File: src/sv/sidr_pkg.sv
// ----------------------------------------------------------------------------
// sidr_pkg
// Types, constants and helpers shared by the radix digit converter files.
// ----------------------------------------------------------------------------
package sidr_pkg;

    // Field widths fixed by the item formats
    localparam int VALUE_W    = 32;
    localparam int CHAR_W     = 8;
    localparam int RADIX_W    = 5;
    localparam int SYM_W      = 64;
    localparam int CFG_IDX_W  = 2;
    localparam int NUM_SYMS   = 16;

    typedef logic signed [VALUE_W-1:0] t_value;
    typedef logic [CHAR_W-1:0]         t_char;
    typedef logic [SYM_W-1:0]          t_cfg_data;
    typedef logic [CFG_IDX_W-1:0]      t_cfg_addr;

    // Register indexes of the configuration port
    typedef enum logic [CFG_IDX_W-1:0] {
        CFG_RADIX    = 2'd0,
        CFG_SYM_LOW  = 2'd1,
        CFG_SYM_HIGH = 2'd2
    } t_cfg_idx;

    // Special characters
    localparam t_char CH_MINUS = 8'h2D;
    localparam t_char CH_PLUS  = 8'h2B;

    // Converter sequencer states
    typedef enum logic [2:0] {
        ST_IDLE,
        ST_CHECK,
        ST_DIV,
        ST_SIGN,
        ST_DIGIT
    } t_state;

    // Symbol byte for digit value d from the two 64-bit symbol words
    function automatic t_char sym_of(input logic [SYM_W-1:0] lo,
                                     input logic [SYM_W-1:0] hi,
                                     input logic [3:0]       d);
        t_char res;
        if (d[3]) begin
            res = hi[{d[2:0], 3'b000} +: CHAR_W];
        end else begin
            res = lo[{d[2:0], 3'b000} +: CHAR_W];
        end
        return res;
    endfunction

endpackage

File: src/sv/sidr_if.sv
// ----------------------------------------------------------------------------
// sidr_if
// Valid/ready channel interfaces: value input, character output, config write.
// ----------------------------------------------------------------------------
interface sidr_value_if;
    logic            valid;
    logic            ready;
    sidr_pkg::t_value value;

    modport source (output valid, output value, input ready);
    modport sink   (input valid, input value, output ready);
endinterface

interface sidr_char_if;
    logic            valid;
    logic            ready;
    sidr_pkg::t_char character;
    logic            last;

    modport source (output valid, output character, output last, input ready);
    modport sink   (input valid, input character, input last, output ready);
endinterface

interface sidr_cfg_if;
    logic                valid;
    logic                ready;
    sidr_pkg::t_cfg_addr index;
    sidr_pkg::t_cfg_data data;

    modport source (output valid, output index, output data, input ready);
    modport sink   (input valid, input index, input data, output ready);
endinterface

File: src/sv/signed_integer_to_radix_digits_core.sv
// ----------------------------------------------------------------------------
// signed_integer_to_radix_digits_core
// Converts a signed 32-bit value to its text in a configured radix, one
// character beat per symbol, using a bit-serial restoring divider.
// ----------------------------------------------------------------------------
//  channel     dir  beat contents          notes
//  i_value_ch  in   value (32b signed)     taken only while the sequencer idles
//  o_char_ch   out  character (8b), last   registered, last on final symbol
//  i_cfg_ch    in   index (2b), data (64b) always ready
//
//  Per value: a symbol check over the r symbols in use (one symbol a cycle),
//  a bit-serial divide per digit (one quotient bit a cycle), then the
//  characters, r the radix in use.
//  Reset is synchronous, active low, and clears config and control state.
//  A stalled output holds the sequencer in its emit state; the next value is
//  accepted while the final character still waits in the output register.
// ----------------------------------------------------------------------------
module signed_integer_to_radix_digits_core #(
    parameter int MAX_RADIX = 16
) (
    input  logic               i_clk,
    input  logic               i_rst_n,
    sidr_value_if.sink         i_value_ch,
    sidr_char_if.source        o_char_ch,
    sidr_cfg_if.sink           i_cfg_ch
);
    import sidr_pkg::*;

    localparam int RW    = (MAX_RADIX > 2) ? $clog2(MAX_RADIX) : 1; // digit width
    localparam int RAD_W = $clog2(MAX_RADIX + 1);                   // radix in use
    localparam int STK_W = VALUE_W * RW;                            // digit stack
    localparam int CNT_W = $clog2(VALUE_W + 1);                     // digit count
    localparam int BIT_W = $clog2(VALUE_W);                         // divide step

    // Configuration registers
    logic [RADIX_W-1:0] r_radix, n_radix;
    t_cfg_data          r_sym_lo, n_sym_lo;
    t_cfg_data          r_sym_hi, n_sym_hi;

    // Sequencer and datapath
    t_state             r_state, n_state;
    logic               r_neg, n_neg;
    logic [VALUE_W-1:0] r_q, n_q;
    logic [RW-1:0]      r_rem, n_rem;
    logic [BIT_W-1:0]   r_bit, n_bit;
    logic [RW-1:0]      r_idx, n_idx;
    logic [STK_W-1:0]   r_stk, n_stk;
    logic [CNT_W-1:0]   r_nd, n_nd;

    // Output register
    logic               r_out_valid, n_out_valid;
    t_char              r_char, n_char;
    logic               r_last, n_last;

    logic [RAD_W-1:0]   used_radix;
    logic [RW:0]        rad_ext;
    logic [RW:0]        rem_sh;
    logic               q_bit;
    logic [RW-1:0]      rem_new;
    logic [VALUE_W-1:0] q_new;
    t_char              chk_sym;
    logic               sym_bad;
    logic               out_free;

    // Radix clamped to the table limit
    always_comb begin
        if (r_radix > RADIX_W'(MAX_RADIX)) begin
            used_radix = RAD_W'(MAX_RADIX);
        end else begin
            used_radix = RAD_W'(r_radix);
        end
    end

    // One restoring divide step
    assign rad_ext = (RW+1)'(used_radix);
    assign rem_sh  = {r_rem, r_q[VALUE_W-1]};
    assign q_bit   = (rem_sh >= rad_ext);
    assign rem_new = q_bit ? RW'(rem_sh - rad_ext) : RW'(rem_sh);
    assign q_new   = {r_q[VALUE_W-2:0], q_bit};

    // Symbol check for entry r_idx against signs and all later used entries
    always_comb begin
        chk_sym = sym_of(r_sym_lo, r_sym_hi, 4'(r_idx));
        sym_bad = (chk_sym == CH_MINUS) || (chk_sym == CH_PLUS);
        for (int j = 0; j < NUM_SYMS; j++) begin
            if ((j > int'(r_idx)) && (j < int'(used_radix)) &&
                (sym_of(r_sym_lo, r_sym_hi, 4'(j)) == chk_sym)) begin
                sym_bad = 1'b1;
            end
        end
    end

    assign out_free = !r_out_valid || o_char_ch.ready;

    // Handshakes and output port
    assign i_value_ch.ready  = (r_state == ST_IDLE);
    assign i_cfg_ch.ready    = 1'b1;
    assign o_char_ch.valid   = r_out_valid;
    assign o_char_ch.character = r_char;
    assign o_char_ch.last    = r_last;

    // Next state and datapath
    always_comb begin
        n_radix     = r_radix;
        n_sym_lo    = r_sym_lo;
        n_sym_hi    = r_sym_hi;
        n_state     = r_state;
        n_neg       = r_neg;
        n_q         = r_q;
        n_rem       = r_rem;
        n_bit       = r_bit;
        n_idx       = r_idx;
        n_stk       = r_stk;
        n_nd        = r_nd;
        n_out_valid = r_out_valid;
        n_char      = r_char;
        n_last      = r_last;

        // configuration writes
        if (i_cfg_ch.valid) begin
            case (i_cfg_ch.index)
                CFG_RADIX:    n_radix  = i_cfg_ch.data[RADIX_W-1:0];
                CFG_SYM_LOW:  n_sym_lo = i_cfg_ch.data;
                CFG_SYM_HIGH: n_sym_hi = i_cfg_ch.data;
                default:      ;
            endcase
        end

        // output beat taken
        if (r_out_valid && o_char_ch.ready) begin
            n_out_valid = 1'b0;
        end

        case (r_state)
            ST_IDLE: begin
                if (i_value_ch.valid) begin
                    n_neg = i_value_ch.value[VALUE_W-1];
                    n_q   = i_value_ch.value[VALUE_W-1] ?
                            (VALUE_W'(0) - VALUE_W'(i_value_ch.value)) :
                            VALUE_W'(i_value_ch.value);
                    n_idx = '0;
                    n_state = (used_radix < RAD_W'(2)) ? ST_IDLE : ST_CHECK;
                end
            end
            ST_CHECK: begin
                if (sym_bad) begin
                    n_state = ST_IDLE;
                end else if (r_idx == RW'(used_radix - RAD_W'(1))) begin
                    n_state = ST_DIV;
                    n_rem   = '0;
                    n_bit   = '0;
                    n_nd    = '0;
                end else begin
                    n_idx = r_idx + RW'(1);
                end
            end
            ST_DIV: begin
                n_q   = q_new;
                n_rem = rem_new;
                n_bit = r_bit + BIT_W'(1);
                if (r_bit == BIT_W'(VALUE_W - 1)) begin
                    // digit done: push remainder, restart on the quotient
                    n_stk = {r_stk[STK_W-RW-1:0], rem_new};
                    n_nd  = r_nd + CNT_W'(1);
                    n_rem = '0;
                    if ((q_new == '0) || (r_nd + CNT_W'(1) == CNT_W'(VALUE_W))) begin
                        n_state = r_neg ? ST_SIGN : ST_DIGIT;
                    end
                end
            end
            ST_SIGN: begin
                if (out_free) begin
                    n_out_valid = 1'b1;
                    n_char      = CH_MINUS;
                    n_last      = 1'b0;
                    n_state     = ST_DIGIT;
                end
            end
            ST_DIGIT: begin
                // pop most significant digit from the low end of the stack
                if (out_free) begin
                    n_out_valid = 1'b1;
                    n_char      = sym_of(r_sym_lo, r_sym_hi, 4'(r_stk[RW-1:0]));
                    n_last      = (r_nd == CNT_W'(1));
                    n_stk       = r_stk >> RW;
                    n_nd        = r_nd - CNT_W'(1);
                    if (r_nd == CNT_W'(1)) begin
                        n_state = ST_IDLE;
                    end
                end
            end
            default: begin
                n_state = ST_IDLE;
            end
        endcase
    end

    // Control and configuration registers
    always_ff @(posedge i_clk) begin
        if (!i_rst_n) begin
            r_state     <= ST_IDLE;
            r_out_valid <= 1'b0;
            r_radix     <= '0;
            r_sym_lo    <= '0;
            r_sym_hi    <= '0;
        end else begin
            r_state     <= n_state;
            r_out_valid <= n_out_valid;
            r_radix     <= n_radix;
            r_sym_lo    <= n_sym_lo;
            r_sym_hi    <= n_sym_hi;
        end
    end

    // Payload registers
    always_ff @(posedge i_clk) begin
        r_neg  <= n_neg;
        r_q    <= n_q;
        r_rem  <= n_rem;
        r_bit  <= n_bit;
        r_idx  <= n_idx;
        r_stk  <= n_stk;
        r_nd   <= n_nd;
        r_char <= n_char;
        r_last <= n_last;
    end

endmodule
File: src/flat_wrapper.sv
// flat-port wrapper written by rule: the top's interface ports become plain ports
module signed_integer_to_radix_digits_core_flat import sidr_pkg::*;
#(
    parameter int MAX_RADIX = 16
)
  (i_clk, i_rst_n, i_value_ch_valid, i_value_ch_value, i_value_ch_ready, o_char_ch_valid, o_char_ch_character, o_char_ch_last, o_char_ch_ready, i_cfg_ch_valid, i_cfg_ch_index, i_cfg_ch_data, i_cfg_ch_ready);
  sidr_value_if i_value_ch_i ();
  sidr_char_if o_char_ch_i ();
  sidr_cfg_if i_cfg_ch_i ();
  input  logic i_clk;
  input  logic i_rst_n;
  input wire logic [$bits(i_value_ch_i.valid)-1:0] i_value_ch_valid;
  input wire logic [$bits(i_value_ch_i.value)-1:0] i_value_ch_value;
  output wire logic [$bits(i_value_ch_i.ready)-1:0] i_value_ch_ready;
  output wire logic [$bits(o_char_ch_i.valid)-1:0] o_char_ch_valid;
  output wire logic [$bits(o_char_ch_i.character)-1:0] o_char_ch_character;
  output wire logic [$bits(o_char_ch_i.last)-1:0] o_char_ch_last;
  input wire logic [$bits(o_char_ch_i.ready)-1:0] o_char_ch_ready;
  input wire logic [$bits(i_cfg_ch_i.valid)-1:0] i_cfg_ch_valid;
  input wire logic [$bits(i_cfg_ch_i.index)-1:0] i_cfg_ch_index;
  input wire logic [$bits(i_cfg_ch_i.data)-1:0] i_cfg_ch_data;
  output wire logic [$bits(i_cfg_ch_i.ready)-1:0] i_cfg_ch_ready;
  assign i_value_ch_i.valid = i_value_ch_valid;
  assign i_value_ch_i.value = i_value_ch_value;
  assign i_value_ch_ready = i_value_ch_i.ready;
  assign o_char_ch_valid = o_char_ch_i.valid;
  assign o_char_ch_character = o_char_ch_i.character;
  assign o_char_ch_last = o_char_ch_i.last;
  assign o_char_ch_i.ready = o_char_ch_ready;
  assign i_cfg_ch_i.valid = i_cfg_ch_valid;
  assign i_cfg_ch_i.index = i_cfg_ch_index;
  assign i_cfg_ch_i.data = i_cfg_ch_data;
  assign i_cfg_ch_ready = i_cfg_ch_i.ready;
  signed_integer_to_radix_digits_core #(.MAX_RADIX(MAX_RADIX)) u_core (.i_clk(i_clk), .i_rst_n(i_rst_n), .i_value_ch(i_value_ch_i), .o_char_ch(o_char_ch_i), .i_cfg_ch(i_cfg_ch_i));
endmodule
File: config.mk
export PLATFORM = sky130hd
export DESIGN_NAME = signed_integer_to_radix_digits_core_flat
export DESIGN_NICKNAME = d
export VERILOG_FILES = /design/src/sv/sidr_pkg.sv /design/src/sv/sidr_if.sv /design/src/sv/signed_integer_to_radix_digits_core.sv /design/src/flat_wrapper.sv
export SDC_FILE = /design/constraint.sdc
export NUM_CORES = 1
export LEC_CHECK = 0
export BUFFER_PORTS_ARGS = -buffer_cell sky130_fd_sc_hd__buf_2
export CAP_MARGIN = 20
export CORE_MARGIN = 2
export CORE_UTILIZATION = 50
export CTS_BUF_LIST = sky130_fd_sc_hd__clkbuf_4
export DETAILED_ROUTE_END_ITERATION = 12
export PLACE_DENSITY = 0.72
export SYNTH_ARGS = -nofsm -noshare
export SYNTH_HDL_FRONTEND = slang
export SYNTH_SLANG_ARGS = --single-unit
File: constraint.sdc
create_clock -name i_clk -period 3.9 [get_ports i_clk]
set_input_delay 0.39 -clock i_clk [delete_from_list [all_inputs] [get_ports i_clk]]
set_output_delay 0.39 -clock i_clk [all_outputs]
set_load 0.05 [all_outputs]
==> metrics.yaml <==
detailed_routing:
  drc_errors: 0
  vias: 16100
  wirelength_um: 56000
  initialDrtViolationCount: 1386
  dr.pass1.iters: 5
  wl_per_cell_um: 19.8
  antenna_left: 0
  post_drt_via_cell_ratio: 5.69
clock_network:
  clk_latency_ns: 0.82
  path_clk_slew_ns: 0.07
  clock-sinks: 326
  cts_tree: "done"
  clockBufferDepth: 3
  root_buffer: "clkbuf_4"
  numCtsBuffers: 85
  htreeDepth: 3
floorplanning:
  die-height_um: 196
  pin_count: 115
  die_w_um: 196
  rows: 70
  die_area_um2: 38300
  core_area_um2: 36400
  initial_core_util_pct: 50.4
worst_setup_path:
  reg2reg_from: "u_core.r_idx[0]"
  startpoint_type: "flip-flop"
  startpoint: "u_core.r_idx[0]"
  crit_buf_inv: 7
  crit_top_cell: "buf_6"
  crit_family: "compound AO/OA/AOI/OAI gates"
  crit_slowest_cell: "or4_4"
  crit_fanout: 8
  critical_path_arrival_ns: 4.54
  required_ns: 4.60
  end_kind: "flip-flop"
  slowest_delay_ns: 0.54
  critPathKind: "reg2reg"
  cp_cell_sequence: "buf_6, buf_12, buf_8, or2_4, buf_6, o22a_1, o211ai_4, buf_6, xnor2_1, o2111ai_1, or4_4, nand4_2, nor4_4, buf_6, buf_4, a31o_1, a31o_1"
yosys:
  synthMuxAreaShare_pct: 9.26
  yosysSeqAreaShare_pct: 45.8
  avgSynthCellArea_um2: 9.15
  synth_flop_cell: "edfxtp_1"
  synth_nets: 2125
  synthSimpleGateAreaFrac_pct: 21.8
  synth_edf_count: 189
  synth-async-reset-ratio_pct: 0
  synth_cell_types: 95
  synth_top_family_by_area: "simple AND/OR/NAND/NOR gates"
  yosys_warnings: 0
  synthAdderAreaFrac_pct: 1.08
  synth-xor-area-share_pct: 6.44
  synth_compound_area_share_pct: 11.6
  ys_ff_latch: 326
  syn_area_um2: 18400
  syn_inst: 2007
final_layout:
  area_growth_pct: 20.6
  num-nets-final: 2414
  fillers: 3125
  layout-drive-gt1-share_pct: 20.9
timing:
  finalCriticalPeriod_ns: 3.84
  tightest_slew_ns: 1.02
  fin_crit_sh_pct: 98.5
  finalSetupViolCount: 0
  slew_headroom_pct: 31.8
  fmax_mhz: 260
  hold_violations: 0
  rsz0062_at_grt: "yes"
  skew_ns: 0.0603
  fin_worst_hold_slack_ns: 0.0633
  maxSlewViolCount: 0
global_routing:
  grt_overflow: 0
  grt_pass1_wl_um: 86500
  grt_antenna_before_repair: 2
  grt_start_max_net_pins: 110
  first_global_vias: 15600
  grt_usage_pct: 29.1
power_and_ir_drop:
  ir_drop_mv: 0.272
  p_leak_nw: 8.64
  powerDensity_nw_per_um2: 547
  total_power_w: 0.0121
outcome:
  outcome: "finished clean"
placed_design:
  dp_hpwl_um: 39500
  place.gp.congestion: 1.04
  io_buffer_count: 113
hold_path:
  min_path_type: "in2reg"
  holdCritStartpoint: "i_value_ch_value[1]"
job:
  drv_cap: 0
[worst register-to-register path: stages (launching register included)]
cell and delay [ns]:
edfxtp_1 0.43, buf_6 0.15, buf_12 0.14, buf_8 0.14, or2_4 0.28, buf_6 0.13
o22a_1 0.22, o211ai_4 0.49, buf_6 0.18, xnor2_1 0.11, o2111ai_1 0.11, or4_4 0.54
nand4_2 0.13, nor4_4 0.06, buf_6 0.15, buf_4 0.13, a31o_1 0.21, a31o_1 0.17
[synthesized netlist by cell type (all sizes together) (10+ instances only)]
library cell / n / area share [%]
a21oi: 166 / 4.6
and2: 20 / 0.69
buf: 30 / 1.3
clkbuf: 101 / 2.2
dfxtp: 137 / 15
edfxtp: 189 / 31
ha: 15 / 1.0
inv: 20 / 0.41
mux2i: 36 / 2.0
mux4: 56 / 6.9
nand2: 706 / 14
nand2b: 14 / 0.48
nand3: 15 / 0.41
nand4: 15 / 0.54
nor2: 62 / 1.4
nor2b: 11 / 0.37
nor3: 29 / 0.84
nor4: 18 / 0.78
o21ai: 68 / 1.9
o22ai: 14 / 0.48
o31ai: 12 / 0.49
or4: 10 / 0.41
xnor2: 53 / 2.5
xor2: 82 / 3.9
[timing repair]
item	in CTS	in global routing
setup endpoints to repair	0	19
endpoints found under the hold margin	165	0
resized for setup	0	36
buffers inserted	0	8
hold buffers	95	0
[stage by stage]
stage,util [%],std cells,setup slack [ns],area [um2],TNS [ns]
4_1_cts,60.0,2810,0.00170,21800,0
6_report,60.8,2827,0.0588,22200,0
3_3_place_gp,54.4,2570,-0.0351,19800,-0.210
3_5_place_dp,54.4,2570,-0.0247,19800,-0.148
5_1_grt,60.8,2827,-0.0440,22200,-0.435
2_1_floorplan,-,2007,0.0702,18400,0
[final timing paths]
path | endpoint | slack [ns] | cells after the start
setup / recovery | u_core.r_state[1] | 0.06 | 17
hold / removal | u_core.r_q[1] | 0.06 | 3
setup reg to reg | u_core.r_state[1] | 0.06 | 17
hold reg to reg | u_core.r_sym_lo[5] | 0.48 | 2
[area by class of cell]
type	instances	area, um2	share of cell area (%)
diodes	5	12.5	0.0565
flip-flops and latches	326	8420	38.0
clock buffers	135	1010	4.58
multi-input cells	1529	9360	42.3
inverters	20	77.6	0.350
clock inverters	10	77.6	0.350
well taps	468	586	2.64
repair buffers	334	2600	11.7
[report_power, final]
part	switching [W]	internal [W]
Sequential	0.000306	0.00420
Clock	0.00140	0.00162
Combinational	0.00269	0.00189
Total	0.00440	0.00772
[cells in the final DEF, fill, tap and decap left out, types with 11 or more instances in the layout]
cell type      Yosys  layout
a21oi_1          165     164
and2_1            18      17
buf_2              1     114
buf_4              8     107
clkbuf_4           0     135
dfxtp_1          137     137
dlygate4sd3_1      0      95
edfxtp_1         189     189
ha_1              15      15
inv_1             18      17
mux2i_1           35      34
mux4_2            54      55
nand2_1          705     703
nand2b_1          14      14
nand3_1           15      14
nand4_1           14      14
nor2_1            58      57
nor2b_1           11      11
nor3_1            27      27
nor4_1            16      14
o21ai_0           66      66
o22ai_1           14      14
o31ai_1           12      12
xnor2_1           53      52
xor2_1            82      80
[registers in the layout, summed over array words and instances, names as in the netlist, 5 cells and up]
| name | cells |
|---|---|
| u_core.r_sym_hi | 64 |
| u_core.r_q | 32 |
| u_core.o_char_ch.character | 8 |
| u_core.r_bit | 5 |
| u_core.r_nd | 6 |
| u_core.r_sym_lo | 64 |
| u_core.r_radix | 5 |
| u_core.r_stk | 128 |
[routing by layer]
layer	share of wire [%]	vias up	track usage (%)
met2	47	619	47.9
li1	-	7637	-
met4	3.4	0	11.3
met3	6.4	133	5.23
met1	43	7701	38.6
met5	0	-	0
[kinds of logic (layout without fill, tap and decap cells)]
group,after synthesis,after routing
simple gates,937,937
compound gates,342,342
flops,326,326
buf+inv,152,499
xor+xnor,135,135
mux,98,98
fa+ha+maj,16,16
other cells,1,6
Power figures use the tool's default switching activity.
